===== config.mk =====
export PLATFORM = sky130hd
export DESIGN_NAME = frdt_front
export DESIGN_NICKNAME = d
export VERILOG_FILES = /design/src/rtl/core/frdt_pkg.sv /design/src/rtl/core/frdt_front.sv
export SDC_FILE = /design/constraint.sdc
export NUM_CORES = 1
export LEC_CHECK = 0
export ABC_AREA = 1
export BUFFER_PORTS_ARGS = -buffer_cell sky130_fd_sc_hd__clkbuf_2
export CORE_MARGIN = 2
export CORE_UTILIZATION = 52
export CTS_BUF_LIST = sky130_fd_sc_hd__clkbuf_4 sky130_fd_sc_hd__clkbuf_8 sky130_fd_sc_hd__clkbuf_16
export CTS_CLUSTER_SIZE = 20
export DETAILED_ROUTE_END_ITERATION = 16
export GPL_TIMING_DRIVEN = 0
export PLACE_DENSITY = 0.83
export SETUP_SLACK_MARGIN = 0.2
export SLEW_MARGIN = 20
export SYNTH_ARGS = -nofsm -noshare
export SYNTH_HDL_FRONTEND = slang
export SYNTH_SLANG_ARGS = --single-unit

===== constraint.sdc =====
create_clock -name clk -period 7.6 [get_ports clk]
set_input_delay 0.38 -clock clk [delete_from_list [all_inputs] [get_ports clk]]
set_output_delay 0.38 -clock clk [all_outputs]
set_load 0.005 [all_outputs]

===== src/rtl/core/frdt_pkg.sv =====
`timescale 1ns / 1ps
// Shared types, constants and helper functions for the failure report
// deduplication and throttling block. No dependencies.
package frdt_pkg;

	// Sizing of the recent-report table and of timestamps.
	localparam int TableDepth = 128;
	localparam int TimeBits   = 40;
	localparam int LimitCapC  = 128;
	localparam int LimitCap   = (LimitCapC < TableDepth) ? LimitCapC : TableDepth;
	localparam int IdxBits    = (TableDepth > 1) ? $clog2(TableDepth) : 1;
	localparam int CntBits    = $clog2(TableDepth + 1);

	// Field widths.
	localparam int FpBits      = 64;
	localparam int NowBits     = 40;
	localparam int SuccBits    = 32;
	localparam int WinBits     = 32;
	localparam int LimBits     = 8;
	localparam int CfgIdxBits  = 2;
	localparam int CfgDataBits = 32;
	localparam int EntryBits   = FpBits + TimeBits;

	typedef logic [TimeBits-1:0] time_t;
	typedef logic [IdxBits-1:0]  idx_t;
	typedef logic [CntBits-1:0]  cnt_t;

	// Configuration register indexes.
	localparam logic [CfgIdxBits-1:0] REG_PERSISTENCE_WINDOW  = 2'd0;
	localparam logic [CfgIdxBits-1:0] REG_MIN_REPORT_INTERVAL = 2'd1;
	localparam logic [CfgIdxBits-1:0] REG_DUPLICATE_WINDOW    = 2'd2;
	localparam logic [CfgIdxBits-1:0] REG_REMEMBERED_LIMIT    = 2'd3;

	// Configuration register file contents.
	typedef struct packed {
		logic [WinBits-1:0] persist;
		logic [WinBits-1:0] min_interval;
		logic [WinBits-1:0] dup_window;
		logic [LimBits-1:0] limit;
	} cfg_t;

	// Command passed from the classifier to the table engine.
	typedef enum logic {
		CMD_PASS,
		CMD_CHECK
	} cmd_kind_t;

	typedef struct packed {
		cmd_kind_t          kind;
		logic [FpBits-1:0]  fp;
		time_t              now;
	} cmd_t;

	// Table engine states.
	typedef enum logic [1:0] {
		BK_IDLE,
		BK_WALK,
		BK_DECIDE
	} bk_state_t;

	// Status of the table engine, watched at the top level.
	typedef struct packed {
		logic walking;
		cnt_t rd_idx;
		cnt_t count;
	} bk_status_t;

	// Elapsed time modulo the timestamp range.
	function automatic time_t elapsed(time_t now, time_t past);
		return now - past;
	endfunction

	// Ring position at an offset from the head, wrapped once at the depth.
	function automatic idx_t ring_at(idx_t head, cnt_t off);
		logic [CntBits:0] sum;
		sum = (CntBits+1)'(head) + (CntBits+1)'(off);
		if (sum >= (CntBits+1)'(TableDepth)) begin
			sum = sum - (CntBits+1)'(TableDepth);
		end
		return IdxBits'(sum);
	endfunction

	// Table limit clamped to the range from one to the cap.
	function automatic cnt_t eff_limit(logic [LimBits-1:0] lim);
		cnt_t res;
		if (lim == '0) begin
			res = CntBits'(1);
		end else if (int'(lim) > LimitCap) begin
			res = CntBits'(LimitCap);
		end else begin
			res = CntBits'(lim);
		end
		return res;
	endfunction

endpackage


===== src/rtl/core/frdt_front.sv =====
`timescale 1ns / 1ps
// Front part: accepts observations, tracks the success counter and the
// candidate fingerprint, and issues commands to the table engine. Uses frdt_pkg.
module frdt_front (
	input  logic                          clk,
	input  logic                          arst_n,
	input  logic                          push,
	output logic                          full,
	input  logic                          operation,
	input  logic [frdt_pkg::SuccBits-1:0] success_count,
	input  logic                          failure_active,
	input  logic [frdt_pkg::FpBits-1:0]   fingerprint,
	input  logic                          fingerprint_valid,
	input  logic [frdt_pkg::NowBits-1:0]  now_ms,
	input  frdt_pkg::cfg_t                cfg,
	input  logic                          cmd_full,
	output logic                          cmd_push,
	output frdt_pkg::cmd_t                cmd_data
);

	logic                          counter_seen_q, counter_seen_d;
	logic [frdt_pkg::SuccBits-1:0] seen_q, seen_d;
	logic                          cand_present_q, cand_present_d;
	logic [frdt_pkg::FpBits-1:0]   cand_value_q, cand_value_d;
	frdt_pkg::time_t               cand_start_q, cand_start_d;
	frdt_pkg::time_t               now;
	frdt_pkg::cmd_kind_t           kind;
	logic                          accept;

	assign full   = cmd_full;
	assign accept = push && !cmd_full;
	assign now    = frdt_pkg::TimeBits'(now_ms);

	// Classify the observation and compute the next observation state.
	always_comb begin
		counter_seen_d = counter_seen_q;
		seen_d         = seen_q;
		cand_present_d = cand_present_q;
		cand_value_d   = cand_value_q;
		cand_start_d   = cand_start_q;
		kind           = frdt_pkg::CMD_PASS;
		if (operation) begin
			cand_present_d = 1'b0;
			counter_seen_d = 1'b0;
			seen_d         = '0;
		end else if (!counter_seen_q || success_count != seen_q) begin
			seen_d         = success_count;
			counter_seen_d = 1'b1;
			cand_present_d = 1'b0;
		end else if (!failure_active || !fingerprint_valid) begin
			cand_present_d = 1'b0;
		end else if (!cand_present_q || cand_value_q != fingerprint) begin
			cand_present_d = 1'b1;
			cand_value_d   = fingerprint;
			cand_start_d   = now;
		end else if (frdt_pkg::elapsed(now, cand_start_q) >=
			frdt_pkg::TimeBits'(cfg.persist)) begin
			kind = frdt_pkg::CMD_CHECK;
		end
	end

	// Observation state registers.
	always_ff @(posedge clk or negedge arst_n) begin
		if (!arst_n) begin
			counter_seen_q <= 1'b0;
			cand_present_q <= 1'b0;
		end else if (accept) begin
			counter_seen_q <= counter_seen_d;
			cand_present_q <= cand_present_d;
		end
	end

	always_ff @(posedge clk) begin
		if (accept) begin
			seen_q       <= seen_d;
			cand_value_q <= cand_value_d;
			cand_start_q <= cand_start_d;
		end
	end

	// Every accepted transaction becomes one command.
	assign cmd_push      = accept;
	assign cmd_data.kind = kind;
	assign cmd_data.fp   = fingerprint;
	assign cmd_data.now  = now;

endmodule


==> run metrics <==
status=finished, final reports clean; cell breakdown of the critical path=ha_1, fa_1, inv_1, nand3_1, nand3_1, nand4_1, nand3_2, a31oi_1, xnor2_1, ha_1, nand4_1, nor3b_1, a21oi_1, nand3_1, nor2_1, nor2_1, buf_4, clkbuf_2; clk sinks=138; Detailed Routing Iterations Pass 1=5; drt initial violations=575; final instance area=12700 sq um; M3 GR Usage=4.04%; WP data required=7.22 ns; RePlAce Congestion=0.937; Tot Pwr=2.03 mW; share of cells above drive strength 1=28.8%; CTS HTree Levels=4; Syn Nets=1577; Vias per Instance=4.99; Max IR drop VDD=0.000179 V; row cnt=51; NetSw=0.551 mW; die width=144 um; Core Area=19400 sq um; final max-slew violation count=0; CP Launch Type=register; combinational power share=18.8%; sequential area share after synthesis=40.5%; M1 GR Usage=33.6%; fin crit period=4.44 ns; CTS tree=yes; Non-Filler Instances=1840; fin util=65.3%; Buffers on Ports=280; critical path fanouts, max=4; Post-Synthesis Cell Area=10200 sq um; pre-CTS WS=3.45 ns; ys flop type=edfxtp_1; upper clock frequency limit=0.225 GHz; final setup fails=0; DP Area=12100 sq um; WP data arrival=4.06 ns; ant diodes=0; Distinct cells, synth=39; final wirelength=26.5 mm; RSZ-0062 raised after global routing=no; Post-DRT Antenna Nets=0; HP Class=primary input to register; Area contributors post-synth=edfxtp_1 40%, nand2_1 9.9%, inv_1 9.0%; Synth Instances=1258; Post-synth top cells=269 x nand2_1, 244 x inv_1, 136 x edfxtp_1; GR peak layer=met2; Bufs on Longest Clock Path=2; hpwl dp=21.6 mm; largest area contributor in the netlist=edfxtp_1; sw frac=27.1%; drt wl/cell=14.4 um; vias in the first global route=8341; Critical-path top delay cell=nor3b_1; Tcrit/Tclk final=58.4%; CP endpoint kind=output pin; post-CTS setup buffer count=0; Synth Warn #=0; largest net degree at the start of global routing=28; vias=9173; initial antenna violation count=0; Hold Vio Cnt, Final=0; crit path kind=register to output pin; drt drc=0; met2 global-route usage=41.4%; Synth Area per Inst=8.12 sq um; post-route worst setup slack=3.16 ns; Clock transition at path regs=0.06 ns; Syn-to-layout area delta=24.0%; Clock Skew=0.0106 ns; Yosys reg bits=138; most common cell in the netlist=nand2_1; Pleak=6.53 nW; Die Y=144 um; Buf+Inv Stages, Crit Path=3; post-synth top area share=40.0%; Async SR Flop Fraction=1.45%; WHS=0.165 ns; slew of the pin with the lowest slew margin=0.674 ns; Cell Pwr Density=160 nW/um^2; CTS resizes=0; clock share of power=39.0%; Worst path max stage delay=0.45 ns; Initial Utilization=52.7%; Die Footprint=20800 sq um; slew margin rel.=55.0%; Max Cap Viol=0; Post-synth EDFFs=136; GR Util All Layers=24.7%; total CTS buffers=17; crit-path most repeated cell=nand3_1; sequential share of power=42.2%; setup TNS=0 ns; hold_buf cts=1; layout net count=1882; Post-Place Cells=1808; CTS root buf=clkbuf_16; grt ovf=0; Int Power=1.48 mW; first-pass GRT wire length=39.9 mm; I/O pins=354; critical path's top delay family=simple AND/OR/NAND/NOR gates; Worst-Skew Late Latency=0.42 ns
## layout make-up
class | instances | area, sq um
inverter | 247 | 927
multi-input combinational | 763 | 4360
tap | 265 | 332
sequential | 138 | 4130
buffer | 110 | 811
timing repair buffer | 286 | 1550
clock inverter | 13 | 121
fill | 1694 | 6730
clock buffer | 18 | 433
## kinds of logic (layout without fill, tap and decap cells)
family          after synthesis  in the layout  share of synthesized area [%]
buf+inv                     357            674                           17.0
xor+xnor                     55             55                           4.72
compound gates              149            149                           8.76
fa+ha+maj                    72             72                           8.89
simple gates                487            487                           20.1
flops                       138            138                           40.5
## path summary, 6_finish.rpt
path | cells after the start | end | start | slack, ns
setup / recovery | 18 | cmd_data[104] | cand_start_q[0]$_DFFE_PP_ | 3.16
hold / removal | 1 | cand_start_q[0]$_DFFE_PP_ | now_ms[0] | 0.17
setup reg to reg | 12 | cand_start_q[2]$_DFFE_PP_ | seen_q[1]$_SDFFCE_PP0P_ | 4.52
hold reg to reg | 2 | cand_present_q$_DFFE_PN0P_ | cand_present_q$_DFFE_PN0P_ | 0.50
max in group asynchronous | 2 | cand_present_q$_DFFE_PN0P_ | arst_n | 7.18
min in group asynchronous | 2 | counter_seen_q$_DFFE_PN0P_ | arst_n | 0.31
## state kept, by name, summed over array words and instances (netlist names)
register	cells
seen_q	32
cand_value_q	64
cand_start_q	40
counter_seen_q	1
cand_present_q	1
## routing by layer
metal,vias to the layer above,share of wire (%)
li1,4601,-
met1,4234,44
met2,303,48
met3,35,5.7
met4,0,1.5
met5,-,0
## cells in the final DEF, fill, tap and decap left out, drive strengths merged, types with 3 or more instances in the layout
| cell type | count |
|---|---|
| xor2 | 33 |
| nor3 | 11 |
| nor4 | 10 |
| a211oi | 5 |
| xnor2 | 22 |
| nand3 | 38 |
| a21oi | 47 |
| a31oi | 10 |
| o22ai | 20 |
| nand4 | 10 |
| o21bai | 6 |
| nand2 | 281 |
| clkbuf | 302 |
| nor3b | 4 |
| buf | 111 |
| clkinv | 8 |
| o2111ai | 3 |
| a221oi | 4 |
| o21ai | 37 |
| ha | 71 |
| inv | 250 |
| nor2 | 130 |
| edfxtp | 136 |
| a22o | 11 |
## power by group through the flow
stage / logic, mW / registers [mW] / clock network (mW)
global placement: 0.362 / 0.871 / 0
floorplan: 0.225 / 0.870 / 0
detailed placement: 0.378 / 0.871 / 0
finish: 0.382 / 0.856 / 0.791
CTS: 0.382 / 0.855 / 0.800
global route: 0.428 / 0.857 / 0.829
## worst register-to-register path: stages (launching register included)
cell and delay, ns:
edfxtp_1 0.41, nand2_1 0.11, o21ai_0 0.09, a211oi_1 0.20, nand4_1 0.12, nor2_1 0.15, nand3_1 0.11, nor3_1 0.24
nand2_1 0.16, nor2_4 0.55, buf_16 0.25, buf_16 0.19, buf_16 0.19
(Power assumes the default switching activity.)
