==> src/rtl/core/frdt_pkg.sv <==
`timescale 1ns / 1ps
// Shared types, constants and helper functions for the failure report
// deduplication and throttling block. No dependencies.
package frdt_pkg;

	// Sizing of the recent-report table and of timestamps.
	localparam int TableDepth = 128;
	localparam int TimeBits   = 40;
	localparam int LimitCapC  = 128;
	localparam int LimitCap   = (LimitCapC < TableDepth) ? LimitCapC : TableDepth;
	localparam int IdxBits    = (TableDepth > 1) ? $clog2(TableDepth) : 1;
	localparam int CntBits    = $clog2(TableDepth + 1);

	// Field widths.
	localparam int FpBits      = 64;
	localparam int NowBits     = 40;
	localparam int SuccBits    = 32;
	localparam int WinBits     = 32;
	localparam int LimBits     = 8;
	localparam int CfgIdxBits  = 2;
	localparam int CfgDataBits = 32;
	localparam int EntryBits   = FpBits + TimeBits;

	typedef logic [TimeBits-1:0] time_t;
	typedef logic [IdxBits-1:0]  idx_t;
	typedef logic [CntBits-1:0]  cnt_t;

	// Configuration register indexes.
	localparam logic [CfgIdxBits-1:0] REG_PERSISTENCE_WINDOW  = 2'd0;
	localparam logic [CfgIdxBits-1:0] REG_MIN_REPORT_INTERVAL = 2'd1;
	localparam logic [CfgIdxBits-1:0] REG_DUPLICATE_WINDOW    = 2'd2;
	localparam logic [CfgIdxBits-1:0] REG_REMEMBERED_LIMIT    = 2'd3;

	// Configuration register file contents.
	typedef struct packed {
		logic [WinBits-1:0] persist;
		logic [WinBits-1:0] min_interval;
		logic [WinBits-1:0] dup_window;
		logic [LimBits-1:0] limit;
	} cfg_t;

	// Command passed from the classifier to the table engine.
	typedef enum logic {
		CMD_PASS,
		CMD_CHECK
	} cmd_kind_t;

	typedef struct packed {
		cmd_kind_t          kind;
		logic [FpBits-1:0]  fp;
		time_t              now;
	} cmd_t;

	// Table engine states.
	typedef enum logic [1:0] {
		BK_IDLE,
		BK_WALK,
		BK_DECIDE
	} bk_state_t;

	// Status of the table engine, watched at the top level.
	typedef struct packed {
		logic walking;
		cnt_t rd_idx;
		cnt_t count;
	} bk_status_t;

	// Elapsed time modulo the timestamp range.
	function automatic time_t elapsed(time_t now, time_t past);
		return now - past;
	endfunction

	// Ring position at an offset from the head, wrapped once at the depth.
	function automatic idx_t ring_at(idx_t head, cnt_t off);
		logic [CntBits:0] sum;
		sum = (CntBits+1)'(head) + (CntBits+1)'(off);
		if (sum >= (CntBits+1)'(TableDepth)) begin
			sum = sum - (CntBits+1)'(TableDepth);
		end
		return IdxBits'(sum);
	endfunction

	// Table limit clamped to the range from one to the cap.
	function automatic cnt_t eff_limit(logic [LimBits-1:0] lim);
		cnt_t res;
		if (lim == '0) begin
			res = CntBits'(1);
		end else if (int'(lim) > LimitCap) begin
			res = CntBits'(LimitCap);
		end else begin
			res = CntBits'(lim);
		end
		return res;
	endfunction

endpackage

==> src/rtl/core/frdt_cmd_queue.sv <==
`timescale 1ns / 1ps
// Two-entry command queue between the front part and the table engine.
// Uses frdt_pkg.
module frdt_cmd_queue (
	input  logic           clk,
	input  logic           arst_n,
	input  logic           wr_en,
	input  frdt_pkg::cmd_t wr_data,
	output logic           full,
	input  logic           rd_en,
	output frdt_pkg::cmd_t rd_data,
	output logic           empty
);

	frdt_pkg::cmd_t entry_q [2];
	logic           wr_ptr_q;
	logic           rd_ptr_q;
	logic [1:0]     level_q;

	assign full    = (level_q == 2'd2);
	assign empty   = (level_q == 2'd0);
	assign rd_data = entry_q[rd_ptr_q];

	// Pointers and fill level.
	always_ff @(posedge clk or negedge arst_n) begin
		if (!arst_n) begin
			wr_ptr_q <= 1'b0;
			rd_ptr_q <= 1'b0;
			level_q  <= 2'd0;
		end else begin
			if (wr_en) begin
				wr_ptr_q <= !wr_ptr_q;
			end
			if (rd_en) begin
				rd_ptr_q <= !rd_ptr_q;
			end
			if (wr_en && !rd_en) begin
				level_q <= level_q + 2'd1;
			end else if (rd_en && !wr_en) begin
				level_q <= level_q - 2'd1;
			end
		end
	end

	// Entry storage.
	always_ff @(posedge clk) begin
		if (wr_en) begin
			entry_q[wr_ptr_q] <= wr_data;
		end
	end

endmodule

==> config.mk <==
export PLATFORM = sky130hd
export DESIGN_NAME = frdt_cmd_queue
export DESIGN_NICKNAME = d
export VERILOG_FILES = /design/src/rtl/core/frdt_pkg.sv /design/src/rtl/core/frdt_cmd_queue.sv
export SDC_FILE = /design/constraint.sdc
export NUM_CORES = 1
export LEC_CHECK = 0
export BUFFER_PORTS_ARGS = -buffer_cell sky130_fd_sc_hd__buf_2
export CAP_MARGIN = 30
export CORE_MARGIN = 3
export CORE_UTILIZATION = 49
export DETAILED_ROUTE_END_ITERATION = 6
export PLACE_DENSITY = 0.82
export SYNTH_ARGS = -nofsm -noshare
export SYNTH_HDL_FRONTEND = slang
export SYNTH_SLANG_ARGS = --single-unit
==> constraint.sdc <==
create_clock -name clk -period 18 [get_ports clk]
set_input_delay 1.8 -clock clk [delete_from_list [all_inputs] [get_ports clk]]
set_output_delay 1.8 -clock clk [all_outputs]
set_load 0.01 [all_outputs]
==> out/results.tsv, run 1 <==
metric	value	unit
status	complete, no violations	
drv_slew	0	
hold_ws	0.5388	ns
num_rows	45	
drive_gt1_share	60.71	%
skew	0.01916	ns
clkLatencyLatePin	0.49	ns
hold_depth	1	
syn_nets	453	
cts_resized	0	
grt_pass1_vias	4385	
instances_no_fill	799	
first_pass_iters	4	
cts_buffer_depth	3	
drv_cap	0	
min_period_over_period	25.86	%
arrival	2.86	ns
synth_warnings	0	
r2r_start	wr_ptr_q$_DFFE_PN0P_	
reg2reg_depth	2	
grt_pass1_wl	22.55	mm
die_h	133.2	um
hold_viol	0	
gp_congestion	0.7643	
fin_tns_setup	0	ns
grt_antenna_before_repair	2	
relSlewSlack	38.60	%
port_buffers	215	
vias_per_cell	5.025	
setup_violations	0	
syn_area	7923	um2
rsz0062_at_grt	false	
diodes	0	
ys_ff_latch	214	
die_area	17730	um2
pwr_density_cell	158.7	nW/um2
critPathRequiredTime	16.20	ns
ys_types	13	
worst_pin_slew	0.9210	ns
syn_area_per_cell	23.10	um2
vias	4015	
reg2reg_slack	15.75	ns
clock-root-buffer	clkbuf_16	
final_antenna_net_count	0	
grt_use_total	15.93	%
min_path_type	register to register	
leakagePower	0.003866	uW
core	15480	um2
synthCells	343	
start_util	51.17	%
cp-end-kind	output pin	
critPathLaunch	rd_ptr_q$_DFFE_PN0P_	
drc	0	
wl	14.60	mm
die_w	133.2	um
ios	216	
nets	684	
grt_max_degree	69	
final_util	64.06	%
clkTransAtPathRegs	0.06	ns
gr-total-overflow	0	
final_cell_mix	215 x buf_2, 210 x edfxtp_1, 65 x mux2_2	
cts_tree	done	
worstPathMaxFanout	63	
syn_to_final_growth	25.21	%
peakVddDrop	0.1007	mV
drt_iter0_markers	209	
ctsHtreeMaxLevel	1	
cts_buffers	22	
cts_num_sinks	214	
worstSetupPathType	register to output pin	
critPathCapture	rd_data[98]	
synth-seq-area-share	80.86	%
post-place-cells	761	
final_common_cell	buf_2	
post_cts_buffers	0	
fmax	214.8	MHz
fin_crit	4.655	ns
hpwl	9.761	mm
cp-start-kind	register	
timing.rr.end	entry_q[1][32]$_DFFE_PP_	
ctsHoldBuffers	0	
wl_per_cell	18.27	um
synthesized netlist by cell type:
library cell,count,area [um2]
and2_1,1,6.260
buf_2,6,30.03
buf_6,6,67.56
dfrtp_1,4,100.1
edfxtp_1,210,6306
ha_1,1,12.51
inv_1,1,3.750
mux2_2,65,732.0
mux2_4,40,600.6
nor2_1,2,7.510
nor2b_1,2,12.51
xnor2_1,1,8.760
xor2_1,4,35.03
cell families (layout without fill, tap and decap cells):
family | Yosys count | in the layout | share of synthesized area [%]
multiplexers | 105 | 105 | 16.82
AND/OR/NAND/NOR | 5 | 5 | 0.3317
flip-flops | 214 | 214 | 80.86
buffers and inverters | 13 | 258 | 1.279
adder cells (fa/ha/maj) | 1 | 1 | 0.1579
XOR/XNOR | 5 | 5 | 0.5527
stage by stage:
| stage | setup WS [ns] | power, uW | instance area [um2] |
|---|---|---|---|
| after detailed placement | 13.83 | 1160 | 9221 |
| final | 13.34 | 1575 | 9920 |
| after floorplan | 11.05 | 1012 | 7923 |
| after global routing | 13.20 | 1646 | 9920 |
| after global placement | 13.85 | 1141 | 9201 |
| after CTS | 13.30 | 1596 | 9920 |
flip-flops by register name, summed over array words and instances (netlist names):
register and flops:
wr_ptr_q 1, rd_ptr_q 1, level_q 2, entry_q 210
critical path, stage by stage (launching register included):
cell and delay, ns:
dfrtp_4 0.87, buf_4 0.80, mux2_2 0.43, buf_2 0.14
worst min path at each step:
stage	end	start	slack [ns]
3_3_place_gp	level_q[1]$_DFFE_PN0P_	level_q[1]$_DFFE_PN0P_	0.48
6_report	level_q[1]$_DFFE_PN0P_	level_q[1]$_DFFE_PN0P_	0.54
4_1_cts	level_q[1]$_DFFE_PN0P_	level_q[1]$_DFFE_PN0P_	0.54
2_1_floorplan	wr_ptr_q$_DFFE_PN0P_	wr_ptr_q$_DFFE_PN0P_	0.46
5_1_grt	level_q[1]$_DFFE_PN0P_	level_q[1]$_DFFE_PN0P_	0.56
3_5_place_dp	level_q[1]$_DFFE_PN0P_	level_q[1]$_DFFE_PN0P_	0.50
power by group:
group / leakage [uW] / internal [uW] / switching (uW) / total [uW]
clock network: 0.000343 / 261 / 172 / 433
registers: 0.00202 / 663 / 47.2 / 710
logic: 0.00151 / 216 / 216 / 432
cell type report:
class | count | area, um2
clock inverters | 12 | 111.4
fillers | 1054 | 5564
multi-input cells | 116 | 1425
repair buffers | 219 | 1119
clock buffers | 26 | 586.8
flip-flops and latches | 214 | 6410
inverters | 1 | 3.754
well taps | 211 | 264.0
metal layers:
metal	GRT usage (%)	up-vias	share of wire, %
met3	5.438	29	9.8
met5	0	-	0.14
met1	19.80	1983	39
met2	27.29	174	50
met4	3.657	4	1.6
li1	-	1825	-
No activity file was read; power rests on OpenSTA's default activity.
==> run 2, diff against run 1 <==
--- a/config.mk
+++ b/config.mk
@@ -8,9 +8,9 @@
 export BUFFER_PORTS_ARGS = -buffer_cell sky130_fd_sc_hd__buf_2
 export CAP_MARGIN = 30
 export CORE_MARGIN = 3
-export CORE_UTILIZATION = 49
+export CORE_UTILIZATION = 47
 export DETAILED_ROUTE_END_ITERATION = 6
-export PLACE_DENSITY = 0.82
+export PLACE_DENSITY = 0.83
 export SYNTH_ARGS = -nofsm -noshare
 export SYNTH_HDL_FRONTEND = slang
 export SYNTH_SLANG_ARGS = --single-unit
==> constraint.sdc (replaced) <==
create_clock -name clk -period 3.85 [get_ports clk]
set_input_delay 0.385 -clock clk [delete_from_list [all_inputs] [get_ports clk]]
set_output_delay 0.385 -clock clk [all_outputs]
set_load 0.01 [all_outputs]
==> out/results.tsv, run 2 (same netlist as run 1, synthesis figures left out) <==
metric	value	unit
status	complete, no violations	
vias_per_cell	4.956	
vias	3980	
fin_crit	2.476	ns
port_buffers	215	
gr-total-overflow	0	
worst_pin_slew	0.7761	ns
drive_gt1_share	60.82	%
final_antenna_net_count	0	
peakVddDrop	0.4394	mV
swShare	27.66	%
final_common_cell	buf_2	
leakagePower	0.003860	uW
clock-root-buffer	clkbuf_16	
gp_congestion	0.7533	
final_cell_mix	215 x buf_2, 210 x edfxtp_1, 65 x mux2_2	
ios	216	
syn_to_final_growth	25.25	%
drv_slew	0	
largest_reg_flops	210	
fin_tns_setup	0	ns
hpwl	9.787	mm
rsz0062_at_grt	false	
cp-start-kind	register	
grt_antenna_before_repair	2	
grt_pass1_wl	22.76	mm
cts_tree	done	
start_util	48.99	%
drv_cap	0	
cts_buffer_depth	3	
min_path_type	primary input to register	
ctsHtreeMaxLevel	1	
grt_use_total	15.79	%
grt_pass1_vias	4449	
cts_buffers	22	
fmax	403.9	MHz
wl_per_cell	18.39	um
worstPathMaxFanout	54	
power_frac_comb	29.4	%
arrival	2.09	ns
wl	14.77	mm
critPathRequiredTime	3.46	ns
drc	0	
instances_no_fill	803	
p_switching	2015	uW
pwr_density_cell	734.3	nW/um2
post-place-cells	766	
worstSetupPathType	register to output pin	
setup_violations	0	
num_rows	46	
cp-end-kind	output pin	
reg_top3	entry_q: 210 flops, level_q: 2 flops	
grt_max_degree	106	
p_clk_share	26.4	%
clkLatencyLatePin	0.48	ns
core	16170	um2
pwr-share-seq	44.2	%
nets	685	
intPower	5271	uW
hold_viol	0	
die_w	135.8	um
die_h	135.8	um
min_period_over_period	64.31	%
drt_iter0_markers	155	
relSlewSlack	48.26	%
diodes	0	
die_area	18450	um2
skew	0.007683	ns
regMostFlops	entry_q	
clkTransAtPathRegs	0.06	ns
first_pass_iters	4	
cts_num_sinks	214	
[run 2: changes by cell type in the layout (fill, tap and decap cells not counted)]
cell | before | now
dlygate4sd3_1 | 0 | 1
bufinv_16 | 2 | 1
buf_12 | 1 | 3
clkinvlp_4 | 0 | 1
inv_6 | 1 | 0
buf_4 | 3 | 1
clkinv_1 | 5 | 3
clkinv_4 | 1 | 0
clkinv_2 | 3 | 5
[run 2: final cells by class]
class                      instances  area (um2)
multi-input combinational        116        1425
inverter                           1       3.754
timing repair buffer             220        1154
tap                              216       270.3
fill                            1149        6250
clock buffer                      26       586.8
clock inverter                    10       73.82
sequential                       214        6410
[run 2: what timing repair did]
item | CTS | global route
resized for setup | 0 | 0
hold buffers | 1 | 0
setup buffers | 0 | 0
endpoints found under the hold margin | 4 | 0
[run 2: through the flow]
stage / total power (uW) / cell area [um2] / util, % / hold slack (ns) / setup slack (ns)
global placement: 5359 / 9253 / 57.21 / 0.1914 / 1.899
CTS: 7407 / 9923 / 61.36 / 0.06181 / 1.329
floorplan: 4712 / 7925 / - / 0.08941 / 0.2719
global route: 7649 / 9923 / 61.36 / 0.05911 / 1.279
detailed placement: 5445 / 9253 / 57.21 / 0.1992 / 1.852
finish: 7287 / 9923 / 61.36 / 0.08712 / 1.374
[run 2: power by group through the flow]
stage               logic, uW  registers (uW)  clock network (uW)
global placement         2120            3230                   0
global route             2300            3260                2090
detailed placement       2180            3270                   0
CTS                      2190            3220                2000
finish                   2140            3220                1930
floorplan                1460            3260                   0
[run 2: worst max-delay path: stages (launching register included)]
cell	delay, ns
dfrtp_4	0.42
buf_4	0.59
mux2_2	0.42
buf_2	0.14
[run 2: worst paths after layout]
path	depth (start not counted)	slack, ns	from	endpoint
min reg2reg	1	0.52	level_q[1]$_DFFE_PN0P_	level_q[1]$_DFFE_PN0P_
max in group asynchronous	2	3.46	arst_n	rd_ptr_q$_DFFE_PN0P_
min in group asynchronous	2	0.24	arst_n	level_q[0]$_DFFE_PN0P_
max	3	1.37	rd_ptr_q$_DFFE_PN0P_	rd_data[14]
min	1	0.09	wr_data[31]	entry_q[1][31]$_DFFE_PP_
max reg2reg	2	2.02	wr_ptr_q$_DFFE_PN0P_	entry_q[1][30]$_DFFE_PP_
[run 2: routing by layer]
layer / vias to the layer above / global-route usage, % / wire length [um]
met3: 31 / 5.070 / 1330
met2: 173 / 27.63 / 7549
li1: 1822 / - / -
met5: - / 0 / 21
met4: 4 / 5.039 / 306
met1: 1950 / 18.60 / 5558
